### config.mk
export PLATFORM = sky130hd
export DESIGN_NAME = bfha_ctrl
export DESIGN_NICKNAME = d
export VERILOG_FILES = /design/src/rtl/bfha_pkg.sv /design/src/rtl/bfha_ctrl.sv
export SDC_FILE = /design/constraint.sdc
export NUM_CORES = 1
export LEC_CHECK = 0
export BUFFER_PORTS_ARGS = -buffer_cell sky130_fd_sc_hd__buf_2
export CAP_MARGIN = 25
export CORE_AREA = 2 2 39 41
export CTS_BUF_LIST = sky130_fd_sc_hd__clkbuf_4
export CTS_CLUSTER_SIZE = 20
export DETAILED_ROUTE_END_ITERATION = 10
export DIE_AREA = 0 0 41 43
export PLACE_DENSITY = 0.73
export SLEW_MARGIN = 20
export SYNTH_ARGS = -nofsm -noshare
export SYNTH_HDL_FRONTEND = slang
export SYNTH_SLANG_ARGS = --single-unit
### constraint.sdc
create_clock -name clk -period 1.8 [get_ports clk]
set_clock_uncertainty 0.1 [all_clocks]
set_input_delay 0.09 -clock clk [delete_from_list [all_inputs] [get_ports clk]]
set_output_delay 0.09 -clock clk [all_outputs]
set_load 0.01 [all_outputs]
### src/rtl/bfha_pkg.sv
// ----------------------------------------------------------------------------
// bfha_pkg: shared types and constants of the best-fit heap allocator
// Chunk map word layout, status codes, result codes and the command and
// status bundles between controller and datapath.
// ----------------------------------------------------------------------------
package bfha_pkg;

  localparam int unsigned MAP_DEPTH = 16384;  // heap words of 4 bytes
  localparam int unsigned ADDR_W    = 14;
  localparam int unsigned SZW       = 15;     // chunk size in words
  localparam int unsigned CNT_W     = 14;
  localparam int unsigned HDR_WORDS = 2;      // 8-byte header
  localparam int unsigned SPLIT_WORDS = 8;    // 32 spare bytes
  localparam logic [SZW-1:0] MIN_HEAP_W = 15'd1024;
  localparam logic [SZW-1:0] MAX_HEAP_W = 15'd16384;
  localparam logic [CNT_W-1:0] MAX_FREE = 14'd8192;

  // chunk status stored with each chunk start
  localparam logic [1:0] ST_NONE  = 2'd0;
  localparam logic [1:0] ST_FREE  = 2'd1;
  localparam logic [1:0] ST_ALLOC = 2'd2;

  // result codes
  localparam logic [1:0] RC_OK    = 2'd0;
  localparam logic [1:0] RC_NOFIT = 2'd1;
  localparam logic [1:0] RC_ZERO  = 2'd2;
  localparam logic [1:0] RC_BAD   = 2'd3;

  localparam logic OP_ALLOC = 1'b0;

  typedef enum logic [3:0] {
    CMD_NOP, CMD_FORMAT, CMD_LOAD, CMD_RD_OFF, CMD_STEP, CMD_RD_NXT,
    CMD_LATCH_NXT, CMD_WR_A, CMD_WR_B, CMD_FINISH
  } cmd_op_t;

  typedef struct packed {
    cmd_op_t    op;
    logic [1:0] code;
  } ctl_cmd_t;

  typedef struct packed {
    logic is_alloc;
    logic zero_size;
    logic bad_early;
    logic walk_end;
    logic past_tgt;
    logic hit_exact;
    logic found;
    logic tgt_alloc;
    logic have_best;
    logic split;
    logic out_busy;
  } dp_status_t;

endpackage

### src/rtl/bfha_ctrl.sv
// ----------------------------------------------------------------------------
// bfha_ctrl: request sequencer of the allocator
// Walks the chunk map through the datapath header by header, with a read
// state and an evaluate state per header, and finishes with the map update and the result.
// ----------------------------------------------------------------------------
module bfha_ctrl (
  input  logic                 clk,
  input  logic                 rst_n,
  input  logic                 in_tvalid,
  output logic                 in_tready,
  input  logic                 cfg_tvalid,
  output logic                 cfg_tready,
  input  bfha_pkg::dp_status_t status,
  output bfha_pkg::ctl_cmd_t   cmd
);

  typedef enum logic [2:0] {
    S_INIT, S_IDLE, S_RD, S_EVAL, S_NEVAL, S_WRA, S_WRB, S_FIN
  } state_t;

  state_t     state_r, state_nxt;
  logic [1:0] code_r, code_nxt;

  assign in_tready  = (state_r == S_IDLE) && !cfg_tvalid;
  assign cfg_tready = (state_r == S_IDLE);

  // next state and command
  always_comb begin
    state_nxt = state_r;
    code_nxt  = code_r;
    cmd.op    = bfha_pkg::CMD_NOP;
    cmd.code  = code_r;
    case (state_r)
      S_INIT: begin
        cmd.op    = bfha_pkg::CMD_FORMAT;
        state_nxt = S_IDLE;
      end
      S_IDLE: begin
        if (in_tvalid && in_tready) begin
          cmd.op    = bfha_pkg::CMD_LOAD;
          state_nxt = S_RD;
        end
      end
      S_RD: begin
        if (status.is_alloc && status.zero_size) begin
          code_nxt  = bfha_pkg::RC_ZERO;
          state_nxt = S_FIN;
        end else if (!status.is_alloc && status.bad_early) begin
          code_nxt  = bfha_pkg::RC_BAD;
          state_nxt = S_FIN;
        end else if (status.walk_end) begin
          if (status.is_alloc && status.have_best) begin
            state_nxt = S_WRA;
          end else begin
            code_nxt  = status.is_alloc ? bfha_pkg::RC_NOFIT : bfha_pkg::RC_BAD;
            state_nxt = S_FIN;
          end
        end else if (!status.is_alloc && status.past_tgt) begin
          code_nxt  = bfha_pkg::RC_BAD;
          state_nxt = S_FIN;
        end else begin
          cmd.op    = bfha_pkg::CMD_RD_OFF;
          state_nxt = S_EVAL;
        end
      end
      S_EVAL: begin
        if (status.is_alloc) begin
          cmd.op    = bfha_pkg::CMD_STEP;
          state_nxt = status.hit_exact ? S_WRA : S_RD;
        end else if (status.found) begin
          if (status.tgt_alloc) begin
            cmd.op    = bfha_pkg::CMD_RD_NXT;
            state_nxt = S_NEVAL;
          end else begin
            code_nxt  = bfha_pkg::RC_BAD;
            state_nxt = S_FIN;
          end
        end else begin
          cmd.op    = bfha_pkg::CMD_STEP;
          state_nxt = S_RD;
        end
      end
      S_NEVAL: begin
        cmd.op    = bfha_pkg::CMD_LATCH_NXT;
        state_nxt = S_WRA;
      end
      S_WRA: begin
        cmd.op    = bfha_pkg::CMD_WR_A;
        code_nxt  = bfha_pkg::RC_OK;
        state_nxt = (status.is_alloc && status.split) ? S_WRB : S_FIN;
      end
      S_WRB: begin
        cmd.op    = bfha_pkg::CMD_WR_B;
        state_nxt = S_FIN;
      end
      S_FIN: begin
        if (!status.out_busy) begin
          cmd.op    = bfha_pkg::CMD_FINISH;
          state_nxt = S_IDLE;
        end
      end
      default: state_nxt = S_INIT;
    endcase
  end

  // state register
  always_ff @(posedge clk) begin
    if (!rst_n) begin
      state_r <= S_INIT;
      code_r  <= bfha_pkg::RC_OK;
    end else begin
      state_r <= state_nxt;
      code_r  <= code_nxt;
    end
  end

  // result only issued into a free output register
  a_fin_free: assert property (@(posedge clk) disable iff (!rst_n)
    (cmd.op == bfha_pkg::CMD_FINISH) |-> !status.out_busy)
    else $error("finish while output busy");

  // no request taken while a configuration write is pending
  a_cfg_excl: assert property (@(posedge clk) disable iff (!rst_n)
    (in_tready && cfg_tvalid) |-> 1'b0)
    else $error("request accepted during config write");

endmodule

Word level (Yosys, flattened, before mapping)
Index checks and enable logic that the tools add are counted.
- add/sub/neg operators: 0
- multiply operators: 0
- divide/modulo/power cells: 0
- magnitude comparators: 0
- equal/unequal tests: 14
- shifts and indexed selects: 0
- muxes and demuxes: 33
- bitwise logic cells: 0
- reduce and logical (&&, ||, !) cells: 13
- operator list (cell ; number):
    two-way mux 2 bit ; 16
    case mux 4 bit (8 select lines) ; 1
    two-way mux 3 bit ; 10
    case mux 3 bit (8 select lines) ; 1
    == test 3 bit, second input constant ; 4
    two-way mux 4 bit ; 3
    != test 5 bit, second input constant ; 2
    != test 2 bit, second input constant ; 4
    logical AND 1 bit ; 7
    == test 3 x 2 -> 1 bit, second input constant ; 2
    case mux 2 bit (3 select lines) ; 1
    AND reduction 6 bit ; 1
    == test 3 x 1 -> 1 bit, second input constant ; 1
    zero test 3 bit ; 1
    nonzero test 3 bit ; 1
    zero test 1 bit ; 2
    != test 2 x 1 -> 1 bit, second input constant ; 1
    AND reduction 2 bit ; 1
    two-way mux 1 bit ; 1
- bits in registers: 5
- latch bits: 0
- bits in writable memories: 0
- ROM bits: 0
- bits of input ports: 15
- output and inout port bits: 8
- logic and storage cells: 62
- memories: 0

Depth between registers and ports, before layout
Gate-level depths: netlist of the first run.
- depth after elaboration: 7
- gate-level depth with buffers: 5

Worst setup path after synthesis of the first run
No wires, ideal clock.
- path type: reg-to-output
- start: reg state_r[1]
- end: out cmd[2] in the netlist's numbering
- data arrival time: 1.005 ns
- required time: 1.610 ns
- slack: 0.605 ns
- stages on the path, launching flop included: 5
- path buffers: 2
- cells stage by stage: dfxtp_1 buf_2 buf_2 a31oi_1 a221oi_2
- RTL lines (item ; line ; text):
    start: declaration ; bfha_ctrl.sv:21 ; state_t state_r, state_nxt;
    start signal: assignment ; bfha_ctrl.sv:112 ; state_r <= state_nxt;
    end: declaration ; bfha_ctrl.sv:14 ; output bfha_pkg::ctl_cmd_t cmd

==> metrics.md, run 1 <==
| Metric | Value |
|---|---|
| Hold Crit Depth | 2 |
| Final ANT Viol Nets | 0 |
| Core area | around 0.0014 sq mm |
| Area of the die | 0.001763 sq mm |
| Clock Sink Count | 5 |
| Filler cells | between 150 and 200 |
| P&R area growth vs syn | 29.93% |
| Logic pwr share | 0.370 |
| Unique masters post-synth | 30 |
| Crit path capture type | primary output |
| Worst Path Buf+Inv | 1 |
| FF+latch area | around 100 sq um |
| Critical Path RT | 1610 ps |
| Final-report setup violation count | 0 |
| Crit Path Max Fanout | 12 |
| Post-cts hold buffer count | 0 |
| Setup TNS Final | 0 ps |
| Drt wl/cell | ~12 um |
| Initial DRC count | 14 |
| Via count | slightly above 600 |
| H-tree Lvls | 1 |
| Starting Density | 0.3626 |
| P_leak | between 0.2 and 0.3 nW |
| Total grt overflow | 0 |
| Multi-input gate area | approximately 370 sq um |
| Yosys reg bits | 5 |
| Net Sw Power | 168.1 uW |
| CTS Buf Count | 3 |
| Clock power share | 0.322 |
| Vias in the first global route | ~520 |
| Tcrit/Tclk final | 0.8974 |
| Vias/cell | between 5 and 6 |
| Setup repair bufs after CTS | 0 |
| Tmin final | roughly 1600 ps |
| CTS Buffer Depth | 2 |
| Post-detail-place hpwl | 1.013 mm |
| PwrDens | ~720 mW/mm^2 |
| Clock Latency Late Sink | between 200 and 300 ps |
| Post-Synthesis Cell Area | ~500 sq um |
| Critical path depth in cells | 4 |
| Die X | between 40 and 50 um |
| Startpoint Class | flip-flop |
| Final core area utilization | 0.4711 |
| Delay-heaviest family, CP | flip-flops |
| Worst slew pin tran | roughly 350 ps |
| Maximum clock frequency | just over 0.6 GHz |
| Area contributors post-synth | dfxtp_1 (20%), nor2b_1 (6.2%), nand3_1 (6.0%) |
| HP Class | in -> reg |
| Outcome | complete, no violations |
| Pint | ~300 uW |
| Ports | 23 |
| Max Cap Violations | 0 |
| Residual DRC | 0 |
| Largest net degree at the start of global routing | 13 |
| Ant. Diodes | 0 |
| VDD IR max | approximately 0.38 mV |
| First-pass iteration count of the detailed router | 4 |
| Worst R2R Path Depth | 4 |
| Clk root buf | clkbuf_4 |
| Worst path max stage delay | around 520 ps |
| GRT Resource Usage Total | 0.1688 |
| Relative slew slack | 0.7661 |
| Layout cell share with drive strength beyond 1 | 0.3696 |
| First-pass GRT wire length | about 2.1 mm |
| Yosys top cell area share | 0.1995 |
| RSZ-0062 raised after global routing | false |
| Mean Syn Cell Area | approximately 7.3 sq um |
| Commonest non-fill, non-tap cell in the layout | buf_2 |
| Kind of critical path | reg -> out |
| Buffers added on ports | 22 |
| Post-CTS sizing | 0 |
| FP Rows | 14 |
| Seq pwr share | 0.308 |
| Die Y-Extent | 43 um |
| TritonCTS clock tree | built |
| CP Cell Sequence | nand2b_1 -> a31oi_1 -> a221oi_2 -> buf_2 |
| Register area share after synthesis | 0.1995 |
| Hold Vio Cnt, Final | 0 |
| Cells after synthesis | 69 |
| Post-Syn Nets | 84 |
| Slowest-stage cell, CP | dfxtp_1 |
| CP arrival | approximately 1400 ps |
| Clock-pin slew on the worst setup and hold paths | around 50 ps |
| Yosys warns | 0 |
| Final slew viol count | 0 |
| GP Congestion | 0.7929 |
| Commonest cells after routing, fill and taps aside | buf_2 (22), nand2_1 (6), nand3_1 (6) |
| Post-synth top area cell | dfxtp_1 |
| Initial antenna violation count | 0 |
| Final WL | 1.309 mm |
| Sw frac | 0.3567 |
| NumNets Final | around 110 |
kinds of logic after synthesis:
logic type,count (synthesis),synth area share
mux,2,0.03990
simple gates,29,0.3192
flops,5,0.1995
compound gates,25,0.3691
buf+inv,8,0.07231
routing by layer:
layer,up-vias,routed length (um),global-route usage
met4,0,11,0.06000
li1,306,-,-
met3,2,73,0.04712
met1,286,551,0.2032
met2,16,672,0.2719
met5,-,0,0
through the flow:
stage	std cells	cell area, sq um	total power [mW]	setup WS [ps]	hold slack [ps]
2_1_floorplan	69	501.7	0.2588	605.3	107.5
4_1_cts	108	651.9	0.4739	187.4	36.26
5_1_grt	108	651.9	0.5039	69.98	48.20
3_5_place_dp	104	621.8	0.3214	333.7	298.4
6_report	108	651.9	0.4711	184.7	31.80
3_3_place_gp	104	621.8	0.3184	333.9	289.4
power by group through the flow:
stage / clock network, mW / logic [mW] / registers, mW
floorplan: 0 / 0.124 / 0.135
global placement: 0 / 0.172 / 0.146
detailed placement: 0 / 0.175 / 0.147
CTS: 0.154 / 0.175 / 0.144
global route: 0.161 / 0.195 / 0.148
finish: 0.152 / 0.174 / 0.145
state kept, by name, summed over array words and instances (netlist names):
| signal | count |
|---|---|
| code_r | 2 |
| state_r | 3 |
cell type report:
cell class              instances  area share
repair buffers                 24      0.1919
inverters                       3     0.01727
flip-flops and latches          5      0.1536
well taps                      16     0.03071
multi-input cells              56      0.5605
clock buffers                   4     0.04607
final timing paths:
kind | startpoint | end | slack (ps)
max | state_r[0]$_SDFFE_PN0P_ | cmd[2] | 180
min | rst_n | state_r[0]$_SDFFE_PN0P_ | 30
max reg2reg | state_r[1]$_SDFFE_PN0P_ | code_r[1]$_SDFFE_PN0P_ | 420
min reg2reg | code_r[1]$_SDFFE_PN0P_ | code_r[1]$_SDFFE_PN0P_ | 360
cells in the mapped netlist, drive strengths merged:
cell / number
o2111a: 1
o22ai: 2
dfxtp: 5
nor2b: 5
mux2i: 2
or3: 1
nor2: 4
a21oi: 5
o21a: 1
o311ai: 1
o21ai: 4
o31ai: 1
a22oi: 1
nand3: 6
nor3: 2
a211oi: 3
inv: 3
nand4: 1
buf: 5
a31oi: 4
and3b: 1
nand2: 6
nor3b: 1
a221oi: 2
nand2b: 2
(Power assumes the default switching activity.)
==> run 2, diff against run 1 <==
--- a/config.mk
+++ b/config.mk
@@ -7,12 +7,14 @@
 export LEC_CHECK = 0
 export BUFFER_PORTS_ARGS = -buffer_cell sky130_fd_sc_hd__buf_2
 export CAP_MARGIN = 25
-export CORE_AREA = 2 2 39 41
+export CELL_PAD_IN_SITES_DETAIL_PLACEMENT = 1
+export CELL_PAD_IN_SITES_GLOBAL_PLACEMENT = 1
+export CORE_MARGIN = 1.5
+export CORE_UTILIZATION = 34
 export CTS_BUF_LIST = sky130_fd_sc_hd__clkbuf_4
 export CTS_CLUSTER_SIZE = 20
 export DETAILED_ROUTE_END_ITERATION = 10
-export DIE_AREA = 0 0 41 43
-export PLACE_DENSITY = 0.73
+export PLACE_DENSITY = 0.9
 export SLEW_MARGIN = 20
 export SYNTH_ARGS = -nofsm -noshare
 export SYNTH_HDL_FRONTEND = slang
==> constraint.sdc (replaced) <==
create_clock -name clk -period 2 [get_ports clk]
set_clock_uncertainty 0.1 [all_clocks]
set_input_delay 0.1 -clock clk [delete_from_list [all_inputs] [get_ports clk]]
set_output_delay 0.1 -clock clk [all_outputs]
set_load 0.01 [all_outputs]
==> run 2 against run 1 <==
  * Setup slack gained 42 ps
  * Critical path type unchanged
  * Design area shrank 0.19%
  * Die area decreased by 2.7%
  * Non-clock buffer count unchanged
  * Global-route usage is 3.4 points higher
  * First-iteration DRC count is 57% lower
  * Largest power group unchanged
  * Utilization up 1.7 points
==> metrics.md, run 2 (same netlist as run 1, synthesis figures left out) <==
| Metric | Value |
|---|---|
| Clock power share | 0.297 (-0.025) |
| GP Congestion | 0.8532 (+7.6%) |
| Hold_ws | 69.04 ps (+37.24 ps) |
| Die X | 41.42 um (+1.0%) |
| Via count | 627 (+2.8%) |
| Post-CTS sizing | 0 (unchanged) |
| Initial DRC count | 6 (-8) |
| Setup repair bufs after CTS | 0 (unchanged) |
| Worst Path Buf+Inv | 1 (unchanged) |
| RR Startpoint | state_r[0]$_SDFFE_PN0P_ |
| First-pass iteration count of the detailed router | 4 (unchanged) |
| Layout cell share with drive strength beyond 1 | 0.3696 (unchanged) |
| Vias in the first global route | 630 (+20%) |
| Filler cells | 183 (+13%) |
| Crit path capture type | primary output |
| P_leak | 0.2778 nW (unchanged) |
| Commonest cells after routing, fill and taps aside | buf_2 (22), nand2_1 (6), nand3_1 (6) |
| Net Sw Power | 152.0 uW (-9.6%) |
| Largest net degree at the start of global routing | 14 (+1) |
| VDD IR max | 0.3031 mV (-21%) |
| Pint | 272.3 uW (-10%) |
| CP arrival | 1570 ps (+140 ps) |
| H-tree Lvls | 1 (unchanged) |
| Ports | 23 (unchanged) |
| Die Y-Extent | 41.42 um (-3.7%) |
| Tcrit/Tclk final | 0.8866 |
| Worst path max stage delay | 580 ps (+60 ps) |
| Relative slew slack | 0.7096 (-0.05646) |
| HP Class | in -> reg |
| PwrDens | 652.2 mW/mm^2 (-9.8%) |
| RSZ-0062 raised after global routing | false |
| NumNets Final | 108 (unchanged) |
| Sw frac | 0.3582 (+0.001518) |
| Hold Vio Cnt, Final | 0 (unchanged) |
| Seq pwr share | 0.307 (about the same) |
| Final ANT Viol Nets | 0 (unchanged) |
| Post-detail-place hpwl | 1.325 mm (+31%) |
| Setup TNS Final | 0 ps (unchanged) |
| Delay-heaviest family, CP | flip-flops |
| First-pass GRT wire length | 2.822 mm (+35%) |
| Worst R2R Path Depth | 4 (unchanged) |
| Buffers added on ports | 22 (unchanged) |
| Clk root buf | clkbuf_4 |
| GRT Resource Usage Total | 0.2027 (+0.03385) |
| Reg2Reg Setup Slack | 460 ps (+40 ps) |
| Drt wl/cell | 15.38 um (+27%) |
| Kind of critical path | reg -> out |
| CTS Buf Count | 3 (unchanged) |
| Logic pwr share | 0.395 (+0.025) |
| Outcome | complete, no violations |
| Max FFs per register | 3 (unchanged) |
| Tmin final | 1773 ps |
| Clock Sink Count | 5 (unchanged) |
| Area of the die | 0.001715 sq mm (-2.7%) |
| CP Cell Sequence | nand2b_1 -> a31oi_1 -> a221oi_2 -> buf_2 |
| Total grt overflow | 0 (unchanged) |
| Hold Crit Depth | 2 (unchanged) |
| Slowest-stage cell, CP | dfxtp_1 |
| Endpoint, Worst Hold | state_r[0]$_SDFFE_PN0P_ |
| Initial antenna violation count | 0 (unchanged) |
| Largest Register | state_r |
| P&R area growth vs syn | 29.68% |
| Commonest non-fill, non-tap cell in the layout | buf_2 |
| Maximum clock frequency | ~0.56 GHz |
| Final WL | 1.646 mm (+26%) |
| CTS Buffer Depth | 2 (unchanged) |
| Final slew viol count | 0 (unchanged) |
| Top flop regs | state_r x3, code_r x2 |
| FP Rows | 13 (-1) |
| Starting Density | 0.3762 (+0.01360) |
| Vias/cell | 5.860 (+3.7%) |
| Post-cts hold buffer count | 0 (unchanged) |
| Critical path depth in cells | 4 (unchanged) |
| Min-delay src | rst_n |
| RR Endpoint | code_r[0]$_SDFFE_PN0P_ |
| Clock-pin slew on the worst setup and hold paths | 40 ps (about the same) |
| Critical Path RT | 1800 ps (+190 ps) |
| Final-report setup violation count | 0 (unchanged) |
| Crit Path Max Fanout | 12 (unchanged) |
| Ant. Diodes | 0 (unchanged) |
| Worst slew pin tran | 435.0 ps (+84.58 ps) |
| TritonCTS clock tree | built |
| Clock Latency Late Sink | 230 ps (-20 ps) |
| Core area | 0.001334 sq mm (-3.6%) |
| Startpoint Class | flip-flop |
| Max Cap Violations | 0 (unchanged) |
| Residual DRC | 0 (unchanged) |
==> run 2: cell type report <==
class	instances	area, sq um	share of cell area
Clock buffer	4	30.03	0.04615
Inverter	3	11.26	0.01731
Multi-Input combinational cell	56	365.4	0.5615
Sequential cell	5	100.1	0.1538
Tap cell	15	18.77	0.02885
Timing Repair Buffer	24	125.1	0.1923
==> run 2: worst max path at each step <==
stage	start	to	slack, ps
global placement	status[10]	cmd[2]	510
CTS	state_r[0]$_SDFFE_PN0P_	cmd[2]	230
global route	state_r[0]$_SDFFE_PN0P_	cmd[2]	60
finish	state_r[0]$_SDFFE_PN0P_	cmd[2]	230
floorplan	state_r[1]$_SDFFE_PN0P_	cmd[2]	800
detailed placement	status[10]	cmd[2]	480
==> run 2: power by group through the flow <==
stage | registers [mW] | logic, mW | clock network, mW
floorplan | 0.121 | 0.112 | 0
global placement | 0.130 | 0.160 | 0
detailed placement | 0.131 | 0.168 | 0
CTS | 0.130 | 0.169 | 0.131
global route | 0.132 | 0.189 | 0.141
finish | 0.130 | 0.168 | 0.126
==> run 2: stage by stage <==
step | utilization | area [sq um] | setup slack [ps] | instances | total power, mW
4_1_cts | 0.4878 | 650.6 | 232.7 | 107 | 0.4299
2_1_floorplan | - | 501.7 | 795.3 | 69 | 0.2329
6_report | 0.4878 | 650.6 | 226.9 | 107 | 0.4243
5_1_grt | 0.4878 | 650.6 | 64.41 | 107 | 0.4624
3_5_place_dp | 0.4653 | 620.6 | 477.2 | 103 | 0.2995
3_3_place_gp | 0.4653 | 620.6 | 514.1 | 103 | 0.2899
==> run 2: layer usage <==
layer | routed length [um] | share of wire | global-route usage | vias up
met4 | 36 | 0.022 | 0.07742 | 0
met5 | 0 | 0 | 0 | -
met3 | 58 | 0.035 | 0.02174 | 4
met2 | 834 | 0.51 | 0.3594 | 16
met1 | 716 | 0.43 | 0.2474 | 301
li1 | - | - | - | 306
==> run 3, diff against run 2 <==
--- a/config.mk
+++ b/config.mk
@@ -5,12 +5,13 @@
 export SDC_FILE = /design/constraint.sdc
 export NUM_CORES = 1
 export LEC_CHECK = 0
+export ABC_AREA = 1
 export BUFFER_PORTS_ARGS = -buffer_cell sky130_fd_sc_hd__buf_2
 export CAP_MARGIN = 25
 export CELL_PAD_IN_SITES_DETAIL_PLACEMENT = 1
 export CELL_PAD_IN_SITES_GLOBAL_PLACEMENT = 1
 export CORE_MARGIN = 1.5
-export CORE_UTILIZATION = 34
+export CORE_UTILIZATION = 33
 export CTS_BUF_LIST = sky130_fd_sc_hd__clkbuf_4
 export CTS_CLUSTER_SIZE = 20
 export DETAILED_ROUTE_END_ITERATION = 10
==> run 3 against run 2 <==
  * Sequential cell count unchanged
  * Setup slack better by 120 ps
  * Die area up 8.8%
  * Wire length down 9.4%
  * Fmax up 7.6%
  * Highest routed layer is now met3
  * Utilization down 3.6 points
  * Synthesized cell count up 32%
  * Global-route usage down 2.3 points
  * Worst hold slack better by 28 ps
  * Register-to-register slack better by 90 ps
  * Critical path depth up 1
==> metrics.md, run 3 <==
| Metric | Value |
|---|---|
| Outcome | complete, no violations |
| Hold Vio Cnt, Final | 0 (unchanged) |
| RR Endpoint | code_r[1]$_SDFFE_PN0P_ |
| Seq pwr share | 0.296 (-0.011) |
| Drt wl/cell | 11.30 um (-27%) |
| EDFF count, synth | 0 (unchanged) |
| First-pass GRT wire length | 2.539 mm (-10%) |
| Primary FF master, synth | dfxtp_1 |
| Net Sw Power | 219.0 uW (+44%) |
| Register area share after synthesis | 0.1878 (-0.01171) |
| Core area | 0.001506 sq mm (+13%) |
| VDD IR max | 0.3898 mV (+29%) |
| Post-cts hold buffer count | 1 (+1) |
| Final non-filler cell area | 680.7 sq um (+4.6%) |
| Post-detail-place hpwl | 1.258 mm (-5.0%) |
| CP arrival | 1450 ps (-120 ps) |
| Area of the die | 0.001865 sq mm (+8.8%) |
| Critical Path RT | 1800 ps (about the same) |
| Endpoint, Worst Hold | state_r[1]$_SDFFE_PN0P_ |
| Vias in the first global route | 656 (+4.1%) |
| Commonest cells after routing, fill and taps aside | nand2_1 (27), buf_2 (22), inv_1 (11), nand3_1 (11), nor2_1 (8) |
| Sw frac | 0.4166 (+0.05833) |
| Hold_ws | 97.27 ps (+28.23 ps) |
| Kind of critical path | reg -> out |
| Post-CTS sizing | 0 (unchanged) |
| Area contributors post-synth | nand2_1 (19%), dfxtp_1 (19%), nand3_1 (10%) |
| Final slew viol count | 0 (unchanged) |
| Crit path capture type | primary output |
| Via count | 673 (+7.3%) |
| Cells after synthesis | 91 (+32%) |
| Ports | 23 (unchanged) |
| Clock-pin slew on the worst setup and hold paths | 50 ps (about the same) |
| Relative slew slack | 0.6795 (-0.03008) |
| Tcrit/Tclk final | 0.8242 (-0.06239) |
| RSZ-0062 raised after global routing | false |
| CTS Buf Count | 3 (unchanged) |
| RR Startpoint | state_r[2]$_SDFFE_PN0P_ |
| Post-Synthesis Cell Area | 533.0 sq um (+6.2%) |
| Largest Register | state_r |
| Residual DRC | 0 (unchanged) |
| Min-delay src | status[0] |
| Initial antenna violation count | 0 (unchanged) |
| Worst path max stage delay | 610 ps (+30 ps) |
| First-pass iteration count of the detailed router | 4 (unchanged) |
| Layout cell share with drive strength beyond 1 | 0.3276 (-0.04198) |
| Post-Syn Nets | 106 (+26%) |
| Starting Density | 0.3538 (-0.02235) |
| CP Cell Sequence | nand3_1 -> o21ai_0 -> a31oi_1 -> nand3_1 -> buf_2 |
| Startpoint Class | flip-flop |
| P_leak | 0.3913 nW (+41%) |
| Worst R2R Path Depth | 7 (+3) |
| Hold Crit Depth | 3 (+1) |
| GRT Resource Usage Total | 0.1799 (-0.02276) |
| Logic pwr share | 0.445 (+0.050) |
| Setup TNS Final | 0 ps (unchanged) |
| Clk root buf | clkbuf_4 |
| Commonest non-fill, non-tap cell in the layout | nand2_1 |
| Yosys top cell area share | 0.1901 (-0.009360) |
| Final-report setup violation count | 0 (unchanged) |
| Tmin final | 1648 ps (-124.8 ps) |
| Largest net degree at the start of global routing | 11 (-3) |
| Yosys warns | 0 (unchanged) |
| H-tree Lvls | 1 (unchanged) |
| Yosys reg bits | 5 (unchanged) |
| HP Class | in -> reg |
| PwrDens | 772.4 mW/mm^2 (+18%) |
| Final worst slack | 351.6 ps (+124.8 ps) |
| Die X | 43.19 um (+4.3%) |
| Die Y-Extent | 43.19 um (+4.3%) |
| Filler cells | 227 (+24%) |
| Final WL | 1.491 mm (-9.4%) |
| Final ANT Viol Nets | 0 (unchanged) |
| Reg2Reg Setup Slack | 550 ps (+90 ps) |
| Setup repair bufs after CTS | 0 (unchanged) |
| Clock Latency Late Sink | 250 ps (+20 ps) |
| P&R area growth vs syn | 27.70% |
| Vias/cell | 5.098 (-13%) |
| Top flop regs | state_r x3, code_r x2 |
| Buffers added on ports | 22 (unchanged) |
| Initial DRC count | 8 (+2) |
| NumNets Final | 132 (+22%) |
| Slowest-stage cell, CP | dfxtp_1 |
| Clock power share | 0.259 (-0.038) |
| Post-DP Area | 640.6 sq um (+3.2%) |
| Clock Sink Count | 5 (unchanged) |
| Crit Path Max Fanout | 10 (-2) |
| Total grt overflow | 0 (unchanged) |
| Post-synth top area cell | nand2_1 |
| Async S/R FF share, synth | 0 (unchanged) |
| GP Congestion | 0.8740 (+2.4%) |
| Pint | 306.7 uW (+13%) |
| TritonCTS clock tree | built |
| Ant. Diodes | 0 (unchanged) |
| CTS Buffer Depth | 2 (unchanged) |
| FP Rows | 14 (+1) |
| Place WS | 547.4 ps (+70.16 ps) |
| Worst slew pin tran | 480.0 ps (+45.05 ps) |
| Unique masters post-synth | 20 (-33%) |
| Cell with the most instances after synthesis | nand2_1 |
| CP dominant cell by count | nand3_1 |
| Synth cell count leaders | nand2_1 (27), inv_1 (11), nand3_1 (11), nor2_1 (8), dfxtp_1 (5) |
| Max FFs per register | 3 (unchanged) |
| Max Cap Violations | 0 (unchanged) |
| Maximum clock frequency | 0.6067 GHz (+7.6%) |
| Mean Syn Cell Area | 5.857 sq um (-19%) |
==> run 3: changes by cell type in the layout (fill, tap and decap cells not counted), moves of 3 or more <==
cell and delta:
nand4_1 +3, a211oi_1 -3, nand3_1 +5, nor2b_1 -5, nor2_1 +4, nand2_1 +21
inv_1 +8
==> run 3: how the worst max path moves through the flow <==
| stage | from | to | slack [ps] | cells after the start |
|---|---|---|---|---|
| floorplan | state_r[0]$_SDFFE_PN0P_ | code_r[0]$_SDFFE_PN0P_ | 800 | 9 |
| global placement | state_r[2]$_SDFFE_PN0P_ | code_r[1]$_SDFFE_PN0P_ | 590 | 7 |
| detailed placement | state_r[2]$_SDFFE_PN0P_ | code_r[1]$_SDFFE_PN0P_ | 550 | 7 |
| CTS | state_r[2]$_SDFFE_PN0P_ | cmd[2] | 340 | 5 |
| global route | state_r[1]$_SDFFE_PN0P_ | cmd[2] | 210 | 6 |
| finish | state_r[2]$_SDFFE_PN0P_ | cmd[2] | 350 | 5 |
==> run 3: per-layer routing <==
| layer | vias to the layer above | track usage | routed length, um |
|---|---|---|---|
| met5 | - | 0 | 0 |
| met4 | 0 | 0.01818 | 0 |
| met3 | 0 | 0.06809 | 86 |
| met2 | 22 | 0.3194 | 744 |
| met1 | 302 | 0.2097 | 661 |
| li1 | 349 | - | - |
==> run 3: cell families after synthesis <==
family,count (synthesis),share of synthesized area
compound gates,13,0.1502
buf+inv,16,0.1479
flops,5,0.1878
simple gates,57,0.5141
==> run 3: metrics by stage <==
step                      std cells  power (mW)    util
final                           132      0.5257  0.4518
after global routing            132      0.5740  0.4518
after CTS                       132      0.5328  0.4518
after detailed placement        127      0.3926  0.4252
after global placement          127      0.3837  0.4252
after floorplan                  91      0.3217       -
==> run 3: critical path, delay by kind of cell, from the launching register on <==
family / cells / cell delay, ps
AOI/OAI and AO/OA: 2 / 230
buffers and inverters: 1 / 130
DFF: 1 / 610
and+or+nand+nor: 2 / 220
==> run 3: area by class of cell <==
cell class / instances / area [sq um] / area share
Tap cell: 16 / 20.02 / 0.02941
Sequential cell: 5 / 100.1 / 0.1471
Clock buffer: 4 / 30.03 / 0.04412
Inverter: 14 / 56.30 / 0.08272
Multi-Input combinational cell: 70 / 354.1 / 0.5202
Timing Repair Buffer: 23 / 120.1 / 0.1765
==> run 3: power by group through the flow <==
stage	combinational (mW)	sequential, mW	clock, mW
after floorplan	0.182	0.140	0
after global placement	0.229	0.155	0
after detailed placement	0.235	0.157	0
after CTS	0.237	0.155	0.140
after global routing	0.262	0.160	0.152
final	0.234	0.155	0.136
